<file path="src/sv/pnmhp_pkg.sv">
// Package: shared types, codes and byte classes for the PNM header parser.
`timescale 1ns / 1ps
`default_nettype none

package pnmhp_pkg;

   typedef enum logic [9:0] {
      PH_IDLE   = 10'b00_0000_0001,
      PH_MAGIC  = 10'b00_0000_0010,
      PH_TYPE   = 10'b00_0000_0100,
      PH_SKIP_W = 10'b00_0000_1000,
      PH_NUM_W  = 10'b00_0001_0000,
      PH_SKIP_H = 10'b00_0010_0000,
      PH_NUM_H  = 10'b00_0100_0000,
      PH_SKIP_M = 10'b00_1000_0000,
      PH_NUM_M  = 10'b01_0000_0000,
      PH_EOL    = 10'b10_0000_0000
   } phase_type;

   localparam logic [2:0] ST_OK           = 3'd0;
   localparam logic [2:0] ST_BAD_MAGIC    = 3'd1;
   localparam logic [2:0] ST_BAD_TYPE     = 3'd2;
   localparam logic [2:0] ST_TYPE_MISMATCH = 3'd3;
   localparam logic [2:0] ST_NO_NUMBER    = 3'd4;
   localparam logic [2:0] ST_OVERFLOW     = 3'd5;
   localparam logic [2:0] ST_TRUNCATED    = 3'd6;

   localparam logic [2:0] ANY_TYPE = 3'd7;

   localparam logic [7:0] CH_P     = 8'h50;
   localparam logic [7:0] CH_ZERO  = 8'h30;
   localparam logic [7:0] CH_SIX   = 8'h36;
   localparam logic [7:0] CH_NINE  = 8'h39;
   localparam logic [7:0] CH_HASH  = 8'h23;
   localparam logic [7:0] CH_LF    = 8'h0A;
   localparam logic [7:0] CH_CR    = 8'h0D;
   localparam logic [7:0] CH_TAB   = 8'h09;
   localparam logic [7:0] CH_SPACE = 8'h20;

   localparam logic [15:0] COUNT_MAX = 16'hFFFF;

   typedef struct packed {
      phase_type   phase;
      logic        in_comment;
      logic [2:0]  file_type;
      logic [15:0] width;
      logic [15:0] height;
      logic [15:0] max_value;
      logic [15:0] header_length;
   } parse_state_type;

   function automatic logic is_space(input logic [7:0] b);
      return (b == CH_SPACE) || ((b >= CH_TAB) && (b <= CH_CR));
   endfunction

   function automatic logic is_digit(input logic [7:0] b);
      return (b >= CH_ZERO) && (b <= CH_NINE);
   endfunction

endpackage

`default_nettype wire

</file>
<file path="src/sv/pnmhp_step.sv">
// Combinational next-state logic: advances the header parse by one byte.
`timescale 1ns / 1ps
`default_nettype none

module pnmhp_step #(
   parameter int VALUE_BITS = 16
) (
   input  pnmhp_pkg::parse_state_type state_i,
   input  logic [VALUE_BITS+3:0]      acc_i,
   input  logic [7:0]                 data_byte,
   input  logic                       first_byte,
   input  logic                       last_byte,
   input  logic [2:0]                 required_type,
   output pnmhp_pkg::parse_state_type state_o,
   output logic [VALUE_BITS+3:0]      acc_o,
   output logic                       emit_o,
   output logic [2:0]                 status_o
);
   import pnmhp_pkg::*;

   localparam int AccW = VALUE_BITS + 4;
   localparam logic [AccW-1:0] ValueMax = {4'b0000, {VALUE_BITS{1'b1}}};

   parse_state_type cur;
   parse_state_type st;
   logic [AccW-1:0] acc;
   logic [AccW-1:0] dval;
   logic [AccW-1:0] acc_x10;
   logic            emit;
   logic [2:0]      status;
   logic            consume;
   logic            do_skip;
   logic            do_eol;
   logic            digit;
   logic [2:0]      type_val;

   assign digit    = is_digit(data_byte);
   assign dval     = AccW'(data_byte[3:0]);
   assign type_val = data_byte[2:0];

   always_comb begin
      cur = state_i;
      acc = acc_i;
      if (first_byte) begin
         cur        = '0;
         cur.phase  = PH_MAGIC;
         acc        = '0;
      end
      st      = cur;
      emit    = 1'b0;
      status  = ST_OK;
      consume = 1'b0;
      do_skip = 1'b0;
      do_eol  = 1'b0;
      acc_x10 = (acc << 3) + (acc << 1) + dval;

      unique case (cur.phase)
         PH_IDLE: begin
         end
         PH_MAGIC: begin
            if (data_byte != CH_P) begin
               emit   = 1'b1;
               status = ST_BAD_MAGIC;
            end else begin
               consume  = 1'b1;
               st.phase = PH_TYPE;
            end
         end
         PH_TYPE: begin
            if ((data_byte < CH_ZERO) || (data_byte > CH_SIX)) begin
               emit   = 1'b1;
               status = ST_BAD_TYPE;
            end else begin
               st.file_type = type_val;
               if ((required_type != ANY_TYPE) && (required_type != type_val)) begin
                  emit   = 1'b1;
                  status = ST_TYPE_MISMATCH;
               end else begin
                  consume  = 1'b1;
                  st.phase = PH_SKIP_W;
               end
            end
         end
         PH_SKIP_W, PH_SKIP_H, PH_SKIP_M: begin
            do_skip = 1'b1;
         end
         PH_NUM_W, PH_NUM_H, PH_NUM_M: begin
            if (digit) begin
               if (acc_x10 > ValueMax) begin
                  acc    = ValueMax;
                  emit   = 1'b1;
                  status = ST_OVERFLOW;
                  if (cur.phase == PH_NUM_W) begin
                     st.width = 16'(ValueMax);
                  end else if (cur.phase == PH_NUM_H) begin
                     st.height = 16'(ValueMax);
                  end else begin
                     st.max_value = 16'(ValueMax);
                  end
               end else begin
                  acc     = acc_x10;
                  consume = 1'b1;
               end
            end else if (cur.phase == PH_NUM_W) begin
               // number ended: this byte is then handled by the following phase
               st.width = 16'(acc);
               st.phase = PH_SKIP_H;
               do_skip  = 1'b1;
            end else if (cur.phase == PH_NUM_H) begin
               st.height = 16'(acc);
               st.phase  = PH_SKIP_M;
               do_skip   = 1'b1;
            end else begin
               st.max_value = 16'(acc);
               st.phase     = PH_EOL;
               do_eol       = 1'b1;
            end
         end
         PH_EOL: begin
            do_eol = 1'b1;
         end
         default: begin
         end
      endcase

      if (do_skip) begin
         if (st.in_comment) begin
            if (data_byte == CH_LF) begin
               st.in_comment = 1'b0;
            end
            consume = 1'b1;
         end else if (data_byte == CH_HASH) begin
            st.in_comment = 1'b1;
            consume       = 1'b1;
         end else if (is_space(data_byte)) begin
            consume = 1'b1;
         end else if (digit) begin
            acc     = dval;
            consume = 1'b1;
            if (st.phase == PH_SKIP_W) begin
               st.phase = PH_NUM_W;
            end else if (st.phase == PH_SKIP_H) begin
               st.phase = PH_NUM_H;
            end else begin
               st.phase = PH_NUM_M;
            end
         end else begin
            emit   = 1'b1;
            status = ST_NO_NUMBER;
         end
      end

      if (do_eol) begin
         if ((data_byte == CH_LF) || (data_byte == CH_CR)) begin
            consume = 1'b1;
            emit    = 1'b1;
            status  = ST_OK;
         end else if (!is_space(data_byte)) begin
            emit   = 1'b1;
            status = ST_OK;
         end else begin
            consume = 1'b1;
         end
      end

      if (consume && (st.header_length != COUNT_MAX)) begin
         st.header_length = st.header_length + 16'd1;
      end

      // end of file: complete inside maxval digits or trailing whitespace
      if ((cur.phase != PH_IDLE) && !emit && last_byte) begin
         emit = 1'b1;
         if (st.phase == PH_NUM_M) begin
            st.max_value = 16'(acc);
            status       = ST_OK;
         end else if (st.phase == PH_EOL) begin
            status = ST_OK;
         end else begin
            status = ST_TRUNCATED;
         end
      end

      if (emit) begin
         st.phase      = PH_IDLE;
         st.in_comment = 1'b0;
      end
   end

   assign state_o  = st;
   assign acc_o    = acc;
   assign emit_o   = emit;
   assign status_o = status;

endmodule

`default_nettype wire

</file>
<file path="src/sv/pnm_header_parser.sv">
// Top level: PNM header parser with input register, parse state and result register.
// Path: an accepted byte waits in the input register, is parsed by the combinational step
// once the result register is free or being read, and a closing byte's result is caught there.
// Throughput: one byte per cycle; the parse state advances once per byte through one
// combinational step, and the input register stalls only while a result waits.
// Reset (synchronous, active high): parser idle until a first byte, result and input
// registers empty, required type set to accept any type.
`timescale 1ns / 1ps
`default_nettype none

module pnm_header_parser #(
   parameter int VALUE_BITS = 16
) (
   input  logic        clock,
   input  logic        reset,
   input  logic        req_valid,
   output logic        req_ready,
   input  logic [7:0]  req_data_byte,
   input  logic        req_first_byte,
   input  logic        req_last_byte,
   output logic        rsp_valid,
   input  logic        rsp_ready,
   output logic [2:0]  rsp_status,
   output logic [2:0]  rsp_file_type,
   output logic [15:0] rsp_width,
   output logic [15:0] rsp_height,
   output logic [15:0] rsp_max_value,
   output logic [15:0] rsp_header_length,
   input  logic        csr_write_enable,
   input  logic [2:0]  csr_write_data
);
   import pnmhp_pkg::*;

   localparam int AccW = VALUE_BITS + 4;

   logic                  in_valid_ff;
   logic [7:0]            in_byte_ff;
   logic                  in_first_ff;
   logic                  in_last_ff;
   logic [2:0]            req_type_ff;
   parse_state_type       state_ff;
   parse_state_type       state_in;
   logic [AccW-1:0]       acc_ff;
   logic [AccW-1:0]       acc_in;
   logic                  emit;
   logic [2:0]            status;
   logic                  proc_go;
   logic                  rsp_valid_ff;
   logic [2:0]            rsp_status_ff;
   logic [2:0]            rsp_file_type_ff;
   logic [15:0]           rsp_width_ff;
   logic [15:0]           rsp_height_ff;
   logic [15:0]           rsp_max_value_ff;
   logic [15:0]           rsp_header_length_ff;

   assign proc_go   = in_valid_ff && (!rsp_valid_ff || rsp_ready);
   assign req_ready = !in_valid_ff || proc_go;

   pnmhp_step #(
      .VALUE_BITS(VALUE_BITS)
   ) u_step (
      .state_i      (state_ff),
      .acc_i        (acc_ff),
      .data_byte    (in_byte_ff),
      .first_byte   (in_first_ff),
      .last_byte    (in_last_ff),
      .required_type(req_type_ff),
      .state_o      (state_in),
      .acc_o        (acc_in),
      .emit_o       (emit),
      .status_o     (status)
   );

   always_ff @(posedge clock) begin
      if (reset) begin
         in_valid_ff    <= 1'b0;
         req_type_ff    <= ANY_TYPE;
         state_ff       <= '{phase: PH_IDLE, default: '0};
         acc_ff         <= '0;
         rsp_valid_ff   <= 1'b0;
      end else begin
         if (csr_write_enable) begin
            req_type_ff <= csr_write_data;
         end
         if (req_ready) begin
            in_valid_ff <= req_valid;
         end
         if (proc_go) begin
            state_ff <= state_in;
            acc_ff   <= acc_in;
         end
         if (proc_go && emit) begin
            rsp_valid_ff <= 1'b1;
         end else if (rsp_ready) begin
            rsp_valid_ff <= 1'b0;
         end
      end
   end

   always_ff @(posedge clock) begin
      if (req_valid && req_ready) begin
         in_byte_ff  <= req_data_byte;
         in_first_ff <= req_first_byte;
         in_last_ff  <= req_last_byte;
      end
      if (proc_go && emit) begin
         rsp_status_ff        <= status;
         rsp_file_type_ff     <= state_in.file_type;
         rsp_width_ff         <= state_in.width;
         rsp_height_ff        <= state_in.height;
         rsp_max_value_ff     <= state_in.max_value;
         rsp_header_length_ff <= state_in.header_length;
      end
   end

   assign rsp_valid         = rsp_valid_ff;
   assign rsp_status        = rsp_status_ff;
   assign rsp_file_type     = rsp_file_type_ff;
   assign rsp_width         = rsp_width_ff;
   assign rsp_height        = rsp_height_ff;
   assign rsp_max_value     = rsp_max_value_ff;
   assign rsp_header_length = rsp_header_length_ff;

endmodule

`default_nettype wire

</file>
<file path="config.mk">
export PLATFORM = sky130hd
export DESIGN_NAME = pnm_header_parser
export DESIGN_NICKNAME = d
export VERILOG_FILES = /design/src/sv/pnmhp_pkg.sv /design/src/sv/pnmhp_step.sv /design/src/sv/pnm_header_parser.sv
export SDC_FILE = /design/constraint.sdc
export NUM_CORES = 1
export LEC_CHECK = 0
export BUFFER_PORTS_ARGS = -buffer_cell sky130_fd_sc_hd__buf_4
export CORE_MARGIN = 2
export CORE_UTILIZATION = 40
export CTS_BUF_LIST = sky130_fd_sc_hd__clkbuf_16
export DETAILED_ROUTE_END_ITERATION = 10
export GPL_TIMING_DRIVEN = 0
export PLACE_DENSITY = 0.62
export SETUP_SLACK_MARGIN = 0.02
export SLEW_MARGIN = 0
export SYNTH_ARGS = -nofsm -noshare
export SYNTH_HDL_FRONTEND = slang
export SYNTH_HIERARCHICAL = 1
export SYNTH_SLANG_ARGS = --single-unit
export TNS_END_PERCENT = 20
</file>
<file path="constraint.sdc">
create_clock -name clock -period 8.73 [get_ports clock]
set_input_delay 0 -clock clock [delete_from_list [all_inputs] [get_ports clock]]
set_output_delay 0 -clock clock [all_outputs]
set_load 0.1 [all_outputs]
</file>
[Yosys cells after proc, flatten, opt, wreduce, memory -nomap -nowiden]
Cells that the tools add are included.
Cells by class
  add/sub/neg operators: 3
  $lt $le $gt $ge: 7
  eq/ne operators: 22
  mux-type cells: 100
  reductions and logical operators: 20
Operators by type and width (count)
  2-to-1 mux 20 bit: 9
  2-to-1 mux 16 bit: 9
  2-to-1 mux 48 bit: 3
  2-to-1 mux 10 bit: 10
  2-to-1 mux 78 bit: 1
  2-to-1 mux 32 bit: 2
  2-to-1 mux 3 bit: 16
  2-to-1 mux 1 bit: 39
  one-hot mux 10 bit (3 select lines): 1
  2-to-1 mux 11 bit: 2
  adder 20 bit: 1
  adder 20 x 4 -> 20 bit: 1
  == test 10 bit, second input constant: 2
  == test 10 x 4 -> 1 bit, second input constant: 2
  == test 10 x 6 -> 1 bit, second input constant: 2
  == test 10 x 9 -> 1 bit, second input constant: 2
  greater-than comparator 20 x 16 -> 1 bit, second input constant: 1
  2-to-1 mux 9 bit: 2
  adder 16 x 1 -> 16 bit, second input constant: 1
  == test 8 x 4 -> 1 bit, second input constant: 2
  == test 8 x 6 -> 1 bit, second input constant: 2
  inequality test 16 bit, second input constant: 1
  == test 10 x 2 -> 1 bit, second input constant: 1
  == test 10 x 3 -> 1 bit, second input constant: 1
  22 further kinds: 39
Word-level totals
  flip-flop bits (word level): 183
  output and inout port bits: 72

[Depth between registers and ports, before layout]
  depth after elaboration: 21
  mapped depth: 21
  gate-level depth less buffers: 16

[By module]
The synthesis kept the hierarchy.
By module, submodules not included
  pnm_header_parser: instances 1, cells an instance 526, area each 6955.4 µm², sequential area each 4464.3 µm²
  pnmhp_step: instances 1, cells an instance 608, area each 4251.6 µm², sequential area each 0.0 µm²

[Least setup slack after synthesis]
OpenSTA, ideal clock, no wires.
  path type: register -> register
  start point: reg in_first_ff
  end point: reg rsp_file_type_ff[0] (netlist: rsp_file_type[0]), enable pin
  library setup time: 0.498 ns
  data arrival time: 6.763 ns
  data required time: 8.232 ns
  path slack: 1.468 ns
  cell stages (with the launch flop): 19
  buffers on the path: 6
  clock period less this slack: 7.262 ns
  cell sequence: edfxtp_1 > buf_6 > clkbuf_1 > clkbuf_1 > buf_1 > clkbuf_1 > clkbuf_1 > nor2b_1 > ha_1 > ha_1 > mux2_2 > a21oi_1 > nor2_1 > a31o_2 > nand2_2 > a221oi_4 > nand2_1 > nand2_1 > nor2_1
On the way
  longest elaborated chain between the ends: 20
  elaborated cells on any way between the ends: 41
  classes of those cells: add/sub (2); order compare (1); eq/ne (10); mux (22); reduce/logical (6)
RTL lines
  start: declaration: line pnm_header_parser.sv:38  | logic in_first_ff;
  start signal: assignment: line pnm_header_parser.sv:103  | in_first_ff <= req_first_byte;
  2-to-1 mux 20 bit: line pnmhp_step.sv:44  | if (first_byte) begin
  adder 20 bit: line pnmhp_step.sv:55  | acc_x10 = (acc << 3) + (acc << 1) + dval;
  adder 20 x 4 -> 20 bit: line pnmhp_step.sv:55
  greater-than comparator 20 x 16 -> 1 bit: line pnmhp_step.sv:89  | if (acc_x10 > ValueMax) begin
  2-to-1 mux 1 bit: line pnmhp_step.sv:89
  2-to-1 mux 1 bit: line pnmhp_step.sv:88  | if (digit) begin
  one-hot mux 1 bit (3 select lines): line pnmhp_step.sv:57  | unique case (cur.phase)
  2-to-1 mux 1 bit: line pnmhp_step.sv:137  | end else if (digit) begin
  (+4 left out)
  2-to-1 mux 1 bit: line pnmhp_step.sv:158  | end else if (!is_space(data_byte)) begin
  2-to-1 mux 1 bit: line pnmhp_step.sv:154  | if ((data_byte == CH_LF) || (data_byte == CH_CR)) begin
  2-to-1 mux 1 bit: line pnmhp_step.sv:153  | if (do_eol) begin
  logical NOT 1 bit: line pnmhp_step.sv:171  | if ((cur.phase != PH_IDLE) && !emit && last_byte) begin
  logical AND 1 bit (2 in a row): line pnmhp_step.sv:171
  2-to-1 mux 1 bit (*): line pnmhp_step.sv:171
  net emit: line pnm_header_parser.sv:45  | logic emit;
  logical AND 1 bit (*): line pnm_header_parser.sv:106  | if (proc_go && emit) begin
  end signal: assignment: line pnm_header_parser.sv:108  | rsp_file_type_ff <= state_in.file_type;
  end: declaration: line pnm_header_parser.sv:50  | logic [2:0] rsp_file_type_ff;
The timed path passes the listed nets; every way through them passes the cells marked *.
A chain may end at the register's enable or synchronous reset.

==> flow_results.org <==
** Global routing
- Total overflow reported by the global router :: 0
- GRT Resource Usage Total :: 0.214
- Entering global routing, the biggest net connects 38 pins.
- Wire length of the first global-routing pass :: 48200 um
- The initial antenna violation count is 0.
- The via count of the first global-routing pass is 8347.

** Power and ir drop
- The worst-case IR drop observed on VDD is 0.0000962 V.
- Power spread over the standard cell area amounts to 149 nW/um^2.
- The analysis attributes to cell leakage a power of 4.63 nW.
- Total Power Consumption :: 1.95 mW

** Timing
- Post-layout minimum cycle time :: 6.82 ns
- The total count of hold-check failures in the final report was 0.
- For the pin with the worst max-slew slack, the measured transition is 0.886 ns.
- Achievable clock frequency :: 147 MHz
- Setup WS post-layout :: 1.91 ns
- Relative slew slack :: 0.404
- Final setup fails :: 0
- Worst-case clock skew :: 0.0157 ns
- Dividing the final minimum period by the clock period gives 0.781.
- Total negative slack for setup checks :: 0 ns
- Setup repair after global routing left no endpoint under its margin.
- Pins Over Slew Limit :: 0

** Worst hold path
- Worst Hold Depth :: 3
- Hold EP :: state_ff[77]
- Critical hold path startpoint :: reset
- Hold/Removal Path Class :: input port to flop

** Routing
- The routed design has 30800 um of wire.
- ANT nets after route :: 0
- Detail-routed via count per cell :: 5.32
- Count of TritonRoute iterations in the first routing pass :: 5
- Drc violations :: 0
- Wirelength per Cell :: 18.7 um
- Vias after detailed routing :: 8775
- DRT iter0 DRCs :: 646

** Critical path
- Kind of launch point of the worst setup path :: flop
- The worst setup path is captured at a flop.
- Data on the critical path arrives at its endpoint at 7.18 ns.
- Number of cells on the worst reg-to-reg path :: 20
- Max FO, Critical Path :: 10
- R2r setup slk :: 1.91 ns
- Worst r2r src :: in_first_ff
- FF-to-FF End :: state_ff[38]
- The most critical setup path has its startpoint at in_first_ff.
- The critical path is of the flop to flop type.
- Data required, critical path :: 9.09 ns

** CTS
- Clock tree synthesis found a total of 182 sinks.
- After clock tree synthesis, the clock-pin slew on the worst setup and hold paths is 0.08 ns.
- Number of H-tree branching levels :: 4
- Counting along the longest clock path gives a buffer depth of 2.
- The clock reaches the later pin of the worst-skew pair after 0.44 ns.
- In this run, post-CTS repair resized a total of 0 instances.
- TritonCTS built the clock tree.
- Buffers inserted during clock tree synthesis total 17.
- The root buffer cell chosen for the clock tree is clkbuf_16.

** Cells and area
- After routing the design area is 13100 sq um.
- Final Non-Filler Cells :: 1648
- Fillers :: 2684
- Number of antenna repair diodes :: 0
- For this run, the post-layout net count is 1311.
- Relative to the synthesized area, the layout overhead comes to 17.7%.
- Fraction of layout instances using a drive strength above 1 :: 0.151

** Logic synthesis
- Instance count of the mapped netlist :: 1129
- Area of the mapped netlist :: 11200 sq um
- Post-synthesis area per instance :: 9.88 sq um
- Yosys printed 6 warnings.
- The number of nets in the synthesized netlist is 1183.

** Place
- Setup WS pre-CTS :: 1.66 ns
- Gp weighted congestion :: 0.946
- Once placement finished, the instance area stood at 12300 sq um.
- Detailed placement ended at an HPWL of 22600 um.
- DP Cell Count :: 1597
- In this run the tool buffered the top-level ports with 88 buffer cells.

** Floorplan
- The die covers 29200 sq um.
- Die W :: 171 um
- Measured along the y axis, the die boundary spans 171 um.
- 90 I/O pins were placed.
- Starting density of the core :: 0.404
- The floorplan step defined a core boundary enclosing 27600 sq um.
- The floorplan has 61 rows.

** Run
- Max-cap violations in this run came to 0.

** Outcome
- Result of the run :: finished clean
-- worst max-delay path by stage --
stage	cells after the start	slack (ns)	to
6_report	20	1.91	state_ff[38]
5_1_grt	20	1.41	rsp_max_value[8]
2_1_floorplan	18	1.47	rsp_file_type[0]
4_1_cts	20	1.58	state_ff[38]
3_3_place_gp	18	-1.58	rsp_max_value[9]
3_5_place_dp	20	1.66	state_ff[45]
-- where the power goes --
group	switching, mW	internal (mW)	total [mW]	leakage, nW
logic	0.191	0.0735	0.265	2.84
clock network	0.367	0.405	0.772	0.285
registers	0.00844	0.906	0.914	1.51
total	0.567	1.38	1.95	4.63
-- metal layers --
| layer | routed length (um) | global-route usage | vias up |
|---|---|---|---|
| met4 | 897 | 0.0755 | 0 |
| met5 | 0 | 0 | - |
| met2 | 13700 | 0.334 | 219 |
| met3 | 1270 | 0.0328 | 35 |
| li1 | - | - | 4305 |
| met1 | 14900 | 0.302 | 4216 |
-- placed cells by master, fill, tap and decap left out, types with 5 or more instances in the layout --
cell type	instances
nor4_1	6
and3_1	9
clkbuf_1	45
o21bai_1	19
nor2_1	47
a21o_1	8
dlygate4sd3_1	19
nor3b_1	6
o21ai_0	47
mux2i_1	147
mux2_2	10
xor2_1	9
clkbuf_16	17
a21oi_1	35
mux2_4	10
or4_1	5
xnor2_1	18
buf_4	95
or3_1	7
edfxtp_1	80
nand2_1	48
nand4_1	6
and2_1	11
dfxtp_1	102
inv_1	9
a31oi_1	14
ha_1	35
nand2b_1	197
inv_6	6
o21a_1	6
buf_2	9
buf_6	5
nor2b_1	37
o22ai_1	15
o211ai_1	9
nor3_1	20
nand3_1	17
-- worst max-delay path, stage by stage, from the launching register on --
cell and delay (ns):
edfxtp_1 0.42, buf_6 0.20, clkbuf_1 0.57, clkbuf_1 0.43, buf_1 0.39, clkbuf_1 0.57
clkbuf_1 0.60, nor2b_1 0.11, ha_1 0.30, ha_1 0.37, mux2_2 0.28, a21oi_1 0.16
nor2_1 0.06, a31o_2 0.28, nand2_2 0.17, nand2_1 0.16, nor4_2 0.69, clkbuf_1 0.48
o21bai_1 0.22, nand2b_1 0.09, mux2i_1 0.17
-- cell type report --
class	instances	area [sq um]	area share
Inverter	9	33.8	0.00257
Buffer	72	380	0.0290
Tap cell	378	473	0.0360
Multi-Input combinational cell	866	6310	0.481
Clock buffer	17	425	0.0324
Sequential cell	182	4440	0.339
Timing Repair Buffer	109	898	0.0684
Clock inverter	15	160	0.0122
-- flip-flops by register name (all words and copies together), names as in the netlist --
| register | flops |
|---|---|
| rsp_header_length | 16 |
| acc_ff | 19 |
| state_ff | 78 |
| rsp_width | 16 |
| rsp_max_value | 16 |
| in_first_ff | 1 |
| rsp_valid | 1 |
| in_valid_ff | 1 |
| rsp_height | 16 |
| rsp_file_type | 3 |
| req_type_ff | 3 |
| in_last_ff | 1 |
| in_byte_ff | 8 |
| rsp_status | 3 |
-- stage by stage --
step,utilization,hold WS [ns]
5_1_grt,0.475,0.129
6_report,0.475,0.116
3_3_place_gp,0.445,0.178
2_1_floorplan,-,0.0989
4_1_cts,0.475,0.103
3_5_place_dp,0.447,0.179
-- repair_timing --
item,CTS,global route
endpoints found under the setup margin,0,0
setup buffers,0,0
endpoints found under the hold margin,15,0
hold buffers,19,0
No activity file was read; power rests on OpenSTA's default activity.
